## config.mk

```make
export PLATFORM = sky130hd
export DESIGN_NAME = svpwm_duty_sequencer
export DESIGN_NICKNAME = d
export VERILOG_FILES = /design/src/hw/rtl/svpwm_pkg.sv /design/src/hw/rtl/svpwm_sector_map.sv /design/src/hw/rtl/svpwm_duty_sequencer.sv
export SDC_FILE = /design/constraint.sdc
export NUM_CORES = 2
export LEC_CHECK = 0
export ABC_AREA = 0
export BUFFER_PORTS_ARGS = -buffer_cell sky130_fd_sc_hd__buf_4
export CAP_MARGIN = 20
export CELL_PAD_IN_SITES_DETAIL_PLACEMENT = 0
export CELL_PAD_IN_SITES_GLOBAL_PLACEMENT = 2
export CORE_MARGIN = 2
export CORE_UTILIZATION = 38
export CTS_CLUSTER_DIAMETER = 150
export CTS_CLUSTER_SIZE = 10
export DETAILED_ROUTE_END_ITERATION = 10
export PLACE_DENSITY = 0.84
export SLEW_MARGIN = 10
export SYNTH_ARGS = -nofsm -noshare
export SYNTH_HDL_FRONTEND = slang
export SYNTH_SLANG_ARGS = --single-unit
```

## constraint.sdc

```tcl
create_clock -name clk -period 6.6 [get_ports clk]
set_clock_uncertainty 0.05 [all_clocks]
set_input_delay 0.99 -clock clk [delete_from_list [all_inputs] [get_ports clk]]
set_output_delay 0.99 -clock clk [all_outputs]
set_load 0.03 [all_outputs]
```

## src/hw/rtl/svpwm_pkg.sv

```systemverilog
// ----------------------------------------------------------------------------
// svpwm_pkg
// Shared types, constants and coefficient tables of the SVPWM duty sequencer.
// ----------------------------------------------------------------------------
`default_nettype none

package svpwm_pkg;

  localparam int unsigned FRACTION_BITS     = 16;
  localparam int unsigned SAMPLES_PER_CYCLE = 48;

  localparam int unsigned DUTY_W   = 16;
  localparam int unsigned SUM_W    = DUTY_W + 1;
  localparam int unsigned TOTAL_W  = DUTY_W + 2;
  localparam int unsigned COEF_W   = FRACTION_BITS;
  localparam int unsigned PROD_W   = COEF_W + DUTY_W;
  localparam int unsigned SAMPLE_W = 6;
  localparam int unsigned SECTOR_W = 3;
  localparam int unsigned OFFSET_W = 3;
  localparam int unsigned CFG_IDX_W = 2;

  localparam longint unsigned DEC_SCALE = 10000;
  localparam longint unsigned DEC_HALF  = 5000;

  typedef logic [DUTY_W-1:0]    duty_t;
  typedef logic [SUM_W-1:0]     sum_t;
  typedef logic [TOTAL_W-1:0]   total_t;
  typedef logic [COEF_W-1:0]    coef_t;
  typedef logic [PROD_W-1:0]    prod_t;
  typedef logic [SAMPLE_W-1:0]  sample_t;
  typedef logic [SECTOR_W-1:0]  sector_t;
  typedef logic [OFFSET_W-1:0]  offset_t;
  typedef logic [CFG_IDX_W-1:0] cfg_idx_t;

  localparam sample_t SAMPLE_LAST  = sample_t'(SAMPLES_PER_CYCLE - 1);
  localparam sample_t SAMPLE_COUNT = sample_t'(SAMPLES_PER_CYCLE);

  localparam duty_t PERIOD_RESET    = duty_t'(2083);
  localparam duty_t AMPLITUDE_RESET = duty_t'(208);

  typedef enum logic [CFG_IDX_W-1:0] {
    REG_PERIOD    = 2'd0,
    REG_AMPLITUDE = 2'd1
  } cfg_reg_t;

  typedef enum logic [SECTOR_W-1:0] {
    SECTOR_0 = 3'd0,
    SECTOR_1 = 3'd1,
    SECTOR_2 = 3'd2,
    SECTOR_3 = 3'd3,
    SECTOR_4 = 3'd4,
    SECTOR_5 = 3'd5
  } sector_code_t;

  // Per-phase offsets and the shared half zero-vector time.
  typedef struct packed {
    sum_t  x_a;
    sum_t  x_b;
    sum_t  x_c;
    duty_t half;
  } sector_map_t;

  // Coefficient in units of 1e-4, rounded to nearest with halves up.
  function automatic coef_t to_fixed(input longint unsigned dec);
    longint unsigned scaled;
    scaled = ((dec << FRACTION_BITS) + DEC_HALF) / DEC_SCALE;
    return coef_t'(scaled);
  endfunction

  localparam coef_t FWD_COEF [8] = '{
    to_fixed(0),    to_fixed(1305), to_fixed(2588), to_fixed(3827),
    to_fixed(5000), to_fixed(6088), to_fixed(7070), to_fixed(7934)
  };

  localparam coef_t REV_COEF [8] = '{
    to_fixed(8660), to_fixed(7934), to_fixed(7070), to_fixed(6088),
    to_fixed(5000), to_fixed(3827), to_fixed(2588), to_fixed(1305)
  };

endpackage

`default_nettype wire

```

## src/hw/rtl/svpwm_sector_map.sv

```systemverilog
// ----------------------------------------------------------------------------
// svpwm_sector_map
// Zero-vector time and sector-dependent phase offsets from Tl and Tr.
// ----------------------------------------------------------------------------
`default_nettype none

module svpwm_sector_map (
  input  wire svpwm_pkg::sector_t     sector,
  input  wire svpwm_pkg::duty_t       tl,
  input  wire svpwm_pkg::duty_t       tr,
  input  wire svpwm_pkg::duty_t       period,
  output svpwm_pkg::sector_map_t      map
);
  import svpwm_pkg::*;

  sum_t  sum;
  sum_t  t0_diff;
  duty_t t0;

  always_comb begin
    sum     = sum_t'(tl) + sum_t'(tr);
    t0_diff = sum_t'(period) - sum;
    // Saturate the zero-vector time at zero.
    t0      = (sum > sum_t'(period)) ? '0 : t0_diff[DUTY_W-1:0];
    map.half = t0 >> 1;
    case (sector)
      SECTOR_0: begin
        map.x_a = sum;           map.x_b = sum_t'(tl);    map.x_c = '0;
      end
      SECTOR_1: begin
        map.x_a = sum_t'(tr);    map.x_b = sum;           map.x_c = '0;
      end
      SECTOR_2: begin
        map.x_a = '0;            map.x_b = sum;           map.x_c = sum_t'(tl);
      end
      SECTOR_3: begin
        map.x_a = '0;            map.x_b = sum_t'(tr);    map.x_c = sum;
      end
      SECTOR_4: begin
        map.x_a = sum_t'(tl);    map.x_b = '0;            map.x_c = sum;
      end
      default: begin
        map.x_a = sum;           map.x_b = '0;            map.x_c = sum_t'(tr);
      end
    endcase
  end

endmodule

`default_nettype wire

```

## src/hw/rtl/svpwm_duty_sequencer.sv

```systemverilog
// ----------------------------------------------------------------------------
// svpwm_duty_sequencer
// Seven-segment space vector PWM compare-value generator, one result per tick.
// ----------------------------------------------------------------------------
//  Channel  | Direction | Handshake             | Payload
//  ---------+-----------+-----------------------+-------------------------------
//  input    | in        | in_valid / in_stall   | sync
//  result   | out       | out_valid / out_stall | duty_a, duty_b, duty_c,
//           |           |                       | sector_out, sample_out
//  config   | in        | cfg_valid / cfg_ready | cfg_index, cfg_data
//
//  Four-stage pipeline: each tick passes the stages in order from transfer to
//  result (index and coefficient lookup, the two multipliers, sector mapping,
//  final subtract). A new tick is taken every cycle while the pipe flows.
//  A stalled result holds in the output stage; earlier stages keep filling
//  bubbles, so in_stall rises only when all four stages are full.
//  Synchronous reset empties the pipe, zeroes the sample index and restores
//  period = 2083, amplitude = 208.
// ----------------------------------------------------------------------------
`default_nettype none

module svpwm_duty_sequencer (
  input  wire                       clk,
  input  wire                       rst,
  // Tick input
  input  wire                       in_valid,
  output logic                      in_stall,
  input  wire                       sync,
  // Result output
  output logic                      out_valid,
  input  wire                       out_stall,
  output svpwm_pkg::duty_t          duty_a,
  output svpwm_pkg::duty_t          duty_b,
  output svpwm_pkg::duty_t          duty_c,
  output svpwm_pkg::sector_t        sector_out,
  output svpwm_pkg::sample_t        sample_out,
  // Configuration writes
  input  wire                       cfg_valid,
  output logic                      cfg_ready,
  input  wire svpwm_pkg::cfg_idx_t  cfg_index,
  input  wire svpwm_pkg::duty_t     cfg_data
);
  import svpwm_pkg::*;

  // Configuration registers
  duty_t   period;
  duty_t   amplitude;

  // Sample index state
  sample_t sample_index;
  sample_t sample_index_next;
  sample_t k_in;

  // Stage valids and advance enables
  logic    v1, v2, v3, v4;
  logic    free1, free2, free3, free4;
  logic    in_accept;

  // Stage 1: index, sector, saturated amplitude, coefficients
  sample_t s1_k;
  sector_t s1_sector;
  duty_t   s1_amp;
  coef_t   s1_coef_f;
  coef_t   s1_coef_r;
  offset_t m_in;
  duty_t   amp_in;

  // Stage 2: Tl, Tr
  prod_t   prod_l;
  prod_t   prod_r;
  sample_t s2_k;
  sector_t s2_sector;
  duty_t   s2_tl;
  duty_t   s2_tr;

  // Stage 3: mapped offsets
  sector_map_t map;
  sector_map_t s3_map;
  sample_t     s3_k;
  sector_t     s3_sector;

  // Stage 4 arithmetic
  total_t  tot_a, tot_b, tot_c;
  total_t  dif_a, dif_b, dif_c;

  // --------------------------------------------------------------------------
  // Configuration port: always ready, ignore unknown indexes.
  // --------------------------------------------------------------------------
  assign cfg_ready = 1'b1;

  always_ff @(posedge clk) begin
    if (rst) begin
      period    <= PERIOD_RESET;
      amplitude <= AMPLITUDE_RESET;
    end else if (cfg_valid && cfg_ready) begin
      case (cfg_index)
        REG_PERIOD:    period    <= cfg_data;
        REG_AMPLITUDE: amplitude <= cfg_data;
        default: ;
      endcase
    end
  end

  // --------------------------------------------------------------------------
  // Pipeline flow: a stage loads when it is empty or its content moves on.
  // --------------------------------------------------------------------------
  assign free4     = !v4 || !out_stall;
  assign free3     = !v3 || free4;
  assign free2     = !v2 || free3;
  assign free1     = !v1 || free2;
  assign in_stall  = !free1;
  assign in_accept = in_valid && free1;

  always_ff @(posedge clk) begin
    if (rst) begin
      v1 <= 1'b0;
      v2 <= 1'b0;
      v3 <= 1'b0;
      v4 <= 1'b0;
    end else begin
      if (free1) v1 <= in_valid;
      if (free2) v2 <= v1;
      if (free3) v3 <= v2;
      if (free4) v4 <= v3;
    end
  end

  // --------------------------------------------------------------------------
  // Sample index: restart on sync, treat out-of-range as zero, wrap at 47.
  // --------------------------------------------------------------------------
  always_comb begin
    if (sync || (sample_index >= SAMPLE_COUNT)) begin
      k_in = '0;
    end else begin
      k_in = sample_index;
    end
    sample_index_next = (k_in == SAMPLE_LAST) ? '0 : k_in + sample_t'(1);
    m_in   = k_in[OFFSET_W-1:0];
    amp_in = (amplitude > period) ? period : amplitude;
  end

  always_ff @(posedge clk) begin
    if (rst) begin
      sample_index <= '0;
    end else if (in_accept) begin
      sample_index <= sample_index_next;
    end
  end

  // Stage 1: register index, sector and looked-up coefficients.
  always_ff @(posedge clk) begin
    if (free1) begin
      s1_k      <= k_in;
      s1_sector <= sector_t'(k_in >> OFFSET_W);
      s1_amp    <= amp_in;
      s1_coef_f <= FWD_COEF[m_in];
      s1_coef_r <= REV_COEF[m_in];
    end
  end

  // Stage 2: scale both coefficients by the amplitude, floor the fraction.
  assign prod_l = prod_t'(s1_coef_f) * prod_t'(s1_amp);
  assign prod_r = prod_t'(s1_coef_r) * prod_t'(s1_amp);

  always_ff @(posedge clk) begin
    if (free2) begin
      s2_k      <= s1_k;
      s2_sector <= s1_sector;
      s2_tl     <= prod_l[FRACTION_BITS +: DUTY_W];
      s2_tr     <= prod_r[FRACTION_BITS +: DUTY_W];
    end
  end

  // Stage 3: zero-vector time and per-phase offsets.
  svpwm_sector_map u_sector_map (
    .sector (s2_sector),
    .tl     (s2_tl),
    .tr     (s2_tr),
    .period (period),
    .map    (map)
  );

  always_ff @(posedge clk) begin
    if (free3) begin
      s3_k      <= s2_k;
      s3_sector <= s2_sector;
      s3_map    <= map;
    end
  end

  // Stage 4: compare = period - (x + half), saturated at zero.
  always_comb begin
    tot_a = total_t'(s3_map.x_a) + total_t'(s3_map.half);
    tot_b = total_t'(s3_map.x_b) + total_t'(s3_map.half);
    tot_c = total_t'(s3_map.x_c) + total_t'(s3_map.half);
    dif_a = total_t'(period) - tot_a;
    dif_b = total_t'(period) - tot_b;
    dif_c = total_t'(period) - tot_c;
  end

  always_ff @(posedge clk) begin
    if (free4) begin
      duty_a     <= (tot_a > total_t'(period)) ? '0 : dif_a[DUTY_W-1:0];
      duty_b     <= (tot_b > total_t'(period)) ? '0 : dif_b[DUTY_W-1:0];
      duty_c     <= (tot_c > total_t'(period)) ? '0 : dif_c[DUTY_W-1:0];
      sector_out <= s3_sector;
      sample_out <= s3_k;
    end
  end

  assign out_valid = v4;

endmodule

`default_nettype wire

```

## Word level (Yosys, flattened, before mapping)

Memory sizes are Yosys's and may differ from the RTL's. A register that Yosys moved wholly into a read port is not among the register bits.
Index checks and enable logic that the tools add are counted.

- Flip-flop bits (word level): 240
- ROM bits: 256
- Input bits: 24
- Output and inout bits: 60
- Logic and storage cells: 71
- Memories kept: 2

Memory list:

| name | depth | bits a word | rd ports | clocked after Yosys merged registers in | write ports | line | source |
|---|---|---|---|---|---|---|---|
| (name not given) | 8 | 16 | 1 | 1 | 0 | svpwm_duty_sequencer.sv:157 | `s1_coef_r <= REV_COEF[m_in];` |
| (name not given) | 8 | 16 | 1 | 1 | 0 | svpwm_duty_sequencer.sv:156 | `s1_coef_f <= FWD_COEF[m_in];` |

- Add/sub/neg operators: 9
- $mul: 2
- Magnitude comparators: 6
- Eq/ne operators: 6
- Muxes and demuxes: 4
- Bitwise logic cells: 1
- Reduce and logical (&&, ||, !) cells: 16

Operator list:

| operator | number |
|---|---|
| $pmux W51 S5 | 1 |
| $mul A16 B16 Y32 | 2 |
| $sub A16 B16 Y16 | 4 |
| $add A17 B15 Y18 | 3 |
| $gt A18 B16 Y1 | 3 |
| $add A16 B16 Y17 | 1 |
| $gt A17 B16 Y1 | 1 |
| $gt A16 B16 Y1 | 1 |
| $mux W16 | 1 |
| $mux W6 | 2 |
| $add A6 B1 Y6 const B | 1 |
| $eq A3 B2 Y1 const B | 2 |
| $eq A6 B6 Y1 const B | 1 |
| $ge A6 B6 Y1 const B | 1 |
| $logic_not A1 Y1 | 6 |
| $logic_or A1 B1 Y1 | 5 |
| $not A3 Y4 | 1 |
| $reduce_and A2 Y1 | 2 |
| $eq A3 B1 Y1 const B | 1 |
| $eq A3 B3 Y1 const B | 1 |
| $logic_not A3 Y1 | 1 |
| $eq A2 B1 Y1 const B | 1 |
| $logic_not A2 Y1 | 1 |
| $logic_and A1 B1 Y1 | 1 |

## Longest topological paths before layout

- Depth in word-level cells: 6
- Mapped depth: 24
- Depth with buffers taken out: 23

## Modules after synthesis

Synthesis repeated with hierarchy kept, for this count alone.

- Cell total of the unflattened synthesis: 3559
- Area, all modules: 33325.7 um^2

Modules (own cells, without submodules):

| module | times used | cells an instance | area each (um^2) |
|---|---|---|---|
| svpwm_duty_sequencer | 1 | 2988 | 29629.7 |
| svpwm_sector_map | 1 | 571 | 3696.0 |

## Worst setup path before layout

No wires, ideal clock.

- Path kind: register -> register
- From: register, netlist name s1_coef_r[9]
- To: register s2_tl[15] (data pin)
- Setup time: 0.260 ns
- Arrival: 5.950 ns
- Data required time: 6.290 ns
- Setup slack: 0.340 ns
- Stages on the path, launching flop included: 23
- Period minus slack after synthesis: 6.260 ns
- Path through: edfxtp_1 clkbuf_1 and2_1 fa_1 inv_1 fa_1 fa_1 inv_1 fa_1 fa_1 inv_1 fa_1 inv_1 ha_1 a211oi_1 nand2_1 a221o_1 o31ai_2 nor2_1 a2111oi_2 a21oi_1 a21oi_1 xnor2_1

RTL lines:

| what | line | source |
|---|---|---|
| end signal: assignment | svpwm_duty_sequencer.sv:169 | `s2_tl <= prod_l[FRACTION_BITS +: DUTY_W];` |
| end: declaration | svpwm_duty_sequencer.sv:73 | `duty_t s2_tl;` |

## Worst setup path in the final report

- From: register s1_coef_r[8]
- To: register s2_tr[13] (data pin)

- Cells in the longest elaborated chain, start to end: 1

Ends and longest elaborated chain:

| what | line | source |
|---|---|---|
| start: declaration | svpwm_duty_sequencer.sv:64 | `coef_t s1_coef_r;` |
| $mul A16 B16 Y32 | svpwm_duty_sequencer.sv:163 | `assign prod_r = prod_t'(s1_coef_r) * prod_t'(s1_amp);` |
| net prod_r[29] | svpwm_duty_sequencer.sv:70 | `prod_t prod_r;` |
| end signal: assignment | svpwm_duty_sequencer.sv:170 | `s2_tr <= prod_r[FRACTION_BITS +: DUTY_W];` |
| end: declaration | svpwm_duty_sequencer.sv:74 | `duty_t s2_tr;` |

The timed path passes the listed nets, and every way through them passes these cells.
A chain may end at the register's enable or synchronous reset.

==> flow_metrics.env <==
export IMPL_end_kind="flop"
export IMPL_syn_area_um2=33010
export IMPL_fp_dieH_um=298.7
export IMPL_crit_fanout=4
export IMPL_r2r_slack_ps=150
export IMPL_status="complete, no violations"
export IMPL_crit_arrival_ps=6760
export IMPL_cts_clk_slew_worst_paths_ps=70
export IMPL_timing_final_crit_share_pct=97.66
export IMPL_portBuffers=82
export IMPL_relSlewSlack_pct=21.80
export IMPL_gp_congestion=0.9043
export IMPL_cts_root_buf="clkbuf_16"
export IMPL_synth_edf_count=210
export IMPL_yosysSeqAreaShare_pct=21.65
export IMPL_hold_class="reg2reg"
export IMPL_mostFrequentLayoutCell="inv_1"
export IMPL_grt_max_degree=70
export IMPL_synthArstFlopShare_pct=0
export IMPL_crit_required_ps=6920
export IMPL_maxSlewViolCount=0
export IMPL_drc=0
export IMPL_final_cell_mix="591 x inv_1, 409 x ha_1, 384 x fa_1, 365 x nand2_1, 225 x and2_1"
export IMPL_ys_ff_latch=252
export IMPL_r2r_start="s1_coef_r[8]"
export IMPL_drtPass1Iterations=6
export IMPL_power_w=0.01460
export IMPL_syn_area_per_cell_um2=9.420
export IMPL_intPower_w=0.007510
export IMPL_power_switching_w=0.007090
export IMPL_syn_num_nets=4332
export IMPL_clock_sinks=252
export IMPL_fp_dieArea_um2=89240
export IMPL_post_route_cells_drive_above_1_share_pct=10.15
export IMPL_timing_fmax_mhz=155.1
export IMPL_pwr_share_comb_pct=71.0
export IMPL_min_path_cells=0
export IMPL_viasPerCell=5.109
export IMPL_tightestPinTransition_ps=1169
export IMPL_pwr_share_clk_pct=10.7
export IMPL_power_density_nw_per_um2=394.5
export IMPL_cts_buffer_depth=3
export IMPL_grt_pass1_vias=25290
export IMPL_fin_setup_tns_ps=0
export IMPL_drt_iter0_markers=1403
export IMPL_holdWs_ps=367.3
export IMPL_synthCells=3504
export IMPL_ys_flop_type="edfxtp_1"
export IMPL_insertion_delay_ps=620
export IMPL_r2r_cells=24
export IMPL_grt_usage_pct=22.35
export IMPL_antenna_found_initial=0
export IMPL_hold_viol=0
export IMPL_hold_path_startpoint="s3_k[0]"
export IMPL_die_width_um=298.7
export IMPL_rsz0062_at_grt="yes"
export IMPL_whs_endpoint="sample_out[0]"
export IMPL_coreArea_um2=86480
export IMPL_routedWlPerCell_um=20.83
export IMPL_synth_cell_types=89
export IMPL_wl_um=100400
export IMPL_critPathLaunchType="flop"
export IMPL_cts_buffers=29
export IMPL_leakagePower_nw=18.09
export IMPL_synth_top_area_share_pct=23.65
export IMPL_multi_input_area_um2=23350
export IMPL_start_util_pct=38.17
export IMPL_regArea_um2=7147
export IMPL_place_detailed_hpwl_um=80370
export IMPL_ys_warn_count=0
export IMPL_p_seq_share_pct=18.3
export IMPL_setup_viol=0
export IMPL_max_cap_violations=0
export IMPL_vias=24620
export IMPL_overflow=0
export IMPL_yosysTopAreaCell="fa_1"
export IMPL_tritoncts="built"
export IMPL_vdd_drop_max_uv=722.5
export IMPL_n_antenna_cell=0
export IMPL_layout_min_cycle_time_ps=6446
export IMPL_yosys_top_cells_area="fa_1 24%, edfxtp_1 19%, ha_1 16%, inv_1 6.8%, and2_1 4.4%"
export IMPL_grt_pass1_wl_um=152200
export IMPL_worst_r2r_endpoint="s2_tr[13]"
export IMPL_h_tree_depth=1
export IMPL_ios=84
export IMPL_area_growth_pct=12.12
export IMPL_rows=108
export IMPL_worstSetupPathType="reg2reg"
export IMPL_switching_share_pct=48.56
export IMPL_drtAntennaViolNets=0
export IMPL_n_fill_cell=8622
export IMPL_layout_nets=4470
-- cells in the mapped netlist, drive strengths merged (6+ instances only) --
cell type,instances
ha,414
o21bai,27
edfxtp,210
clkbuf,105
nor2b,22
xnor2,91
nand2b,20
a21o,63
or2,6
or3,9
nand4,17
a31oi,16
o22ai,6
xor2,49
a2bb2oi,7
a22oi,8
mux2,15
inv,600
nor2,160
buf,17
o21a,34
nand2,368
nor3b,8
a211oi,29
and2,231
a21oi,220
dfxtp,42
a21boi,9
and3,23
mux2i,12
fa,390
o31ai,8
nand3,38
o21ai,98
o221ai,15
a221oi,7
nor3,31
a311oi,8
-- kinds of logic (layout without fill, tap and decap cells) --
logic type,count (synthesis),count (layout),synth area share (%)
fa+ha+maj,804,804,39.35
buf+inv,725,886,8.389
mux,27,27,0.8756
compound gates,601,601,11.95
xor+xnor,140,140,3.738
flops,252,252,21.65
other cells,1,1,0.01136
simple gates,954,954,14.04
-- power by group through the flow --
stage / Clock, W / Sequential [W] / Combinational (W)
2_1_floorplan: 0 / 0.00283 / 0.00696
3_3_place_gp: 0 / 0.00271 / 0.00984
3_5_place_dp: 0 / 0.00271 / 0.00986
4_1_cts: 0.00161 / 0.00268 / 0.00999
5_1_grt: 0.00165 / 0.00269 / 0.0117
6_report: 0.00157 / 0.00267 / 0.0104
-- per-stage QoR --
step / std cells / util [%] / instance area, µm² / setup WS (ps)
floorplan: 3504 / - / 33010 / 340.3
global placement: 4732 / 41.16 / 35590 / -112.2
detailed placement: 4732 / 41.16 / 35590 / -164.4
CTS: 4787 / 42.16 / 36460 / 3.749
global route: 4820 / 42.79 / 37010 / -119.6
finish: 4820 / 42.79 / 37010 / 154.2
-- area by class of cell --
type                    count  area share (%)
flip-flops and latches    252           19.31
multi-input cells        2527           63.09
well taps                1155           3.905
clock buffers              52           2.221
inverters                 602           6.106
clock inverters             2         0.07100
repair buffers            230           5.301
-- flip-flops by register name, indices dropped and copies added (netlist names), 6 cells and up --
register and flops:
s3_map 66, amplitude 16, duty_a 16, duty_b 16, duty_c 16, period 16
s1_amp 16, s2_tl 16, s2_tr 16, s1_coef_r 15, s1_coef_f 9, s1_k 6
s2_k 6, s3_k 6, sample_index 6
-- how the worst max path moves through the flow --
stage,end,startpoint,cells past startpoint,slack (ps)
floorplan,s2_tl[15],s1_coef_r[9],22,340
global placement,s2_tl[15],s1_coef_r[9],23,-110
detailed placement,s2_tl[15],s1_k[0],22,-160
CTS,s2_tr[13],s1_coef_r[8],23,4
global route,s2_tr[13],s1_amp[5],26,-120
finish,s2_tr[13],s1_coef_r[8],24,150
-- layer usage --
metal / vias up / track usage (%) / wire length [µm]
met4: 0 / 7.452 / 4257
li1: 11750 / - / -
met2: 560 / 38.84 / 48910
met5: - / 0 / 0
met1: 12150 / 28.95 / 42810
met3: 161 / 2.515 / 4400
-- what timing repair did --
action	in CTS	in global routing
pin swaps	1	37
setup buffers	1	30
hold endpoints to repair	0	0
cloned	0	3
gates resized for setup	4	55
hold buffers	0	0
setup endpoints to repair	6	15
-- worst max-delay path, cell delays in order, from the launching register on --
cell	delay (ps)
edfxtp_1	490
buf_4	200
and2_1	170
fa_1	540
inv_1	50
fa_2	520
inv_1	50
fa_1	510
fa_1	440
fa_1	500
inv_1	50
fa_1	500
inv_2	50
ha_4	270
nand3_2	70
a211oi_2	230
a21oi_2	140
a2111oi_4	390
buf_4	180
nor2_2	50
o31ai_4	290
buf_4	170
o21a_1	100
nor2_1	40
xnor2_1	120
(Power assumes the default switching activity.)
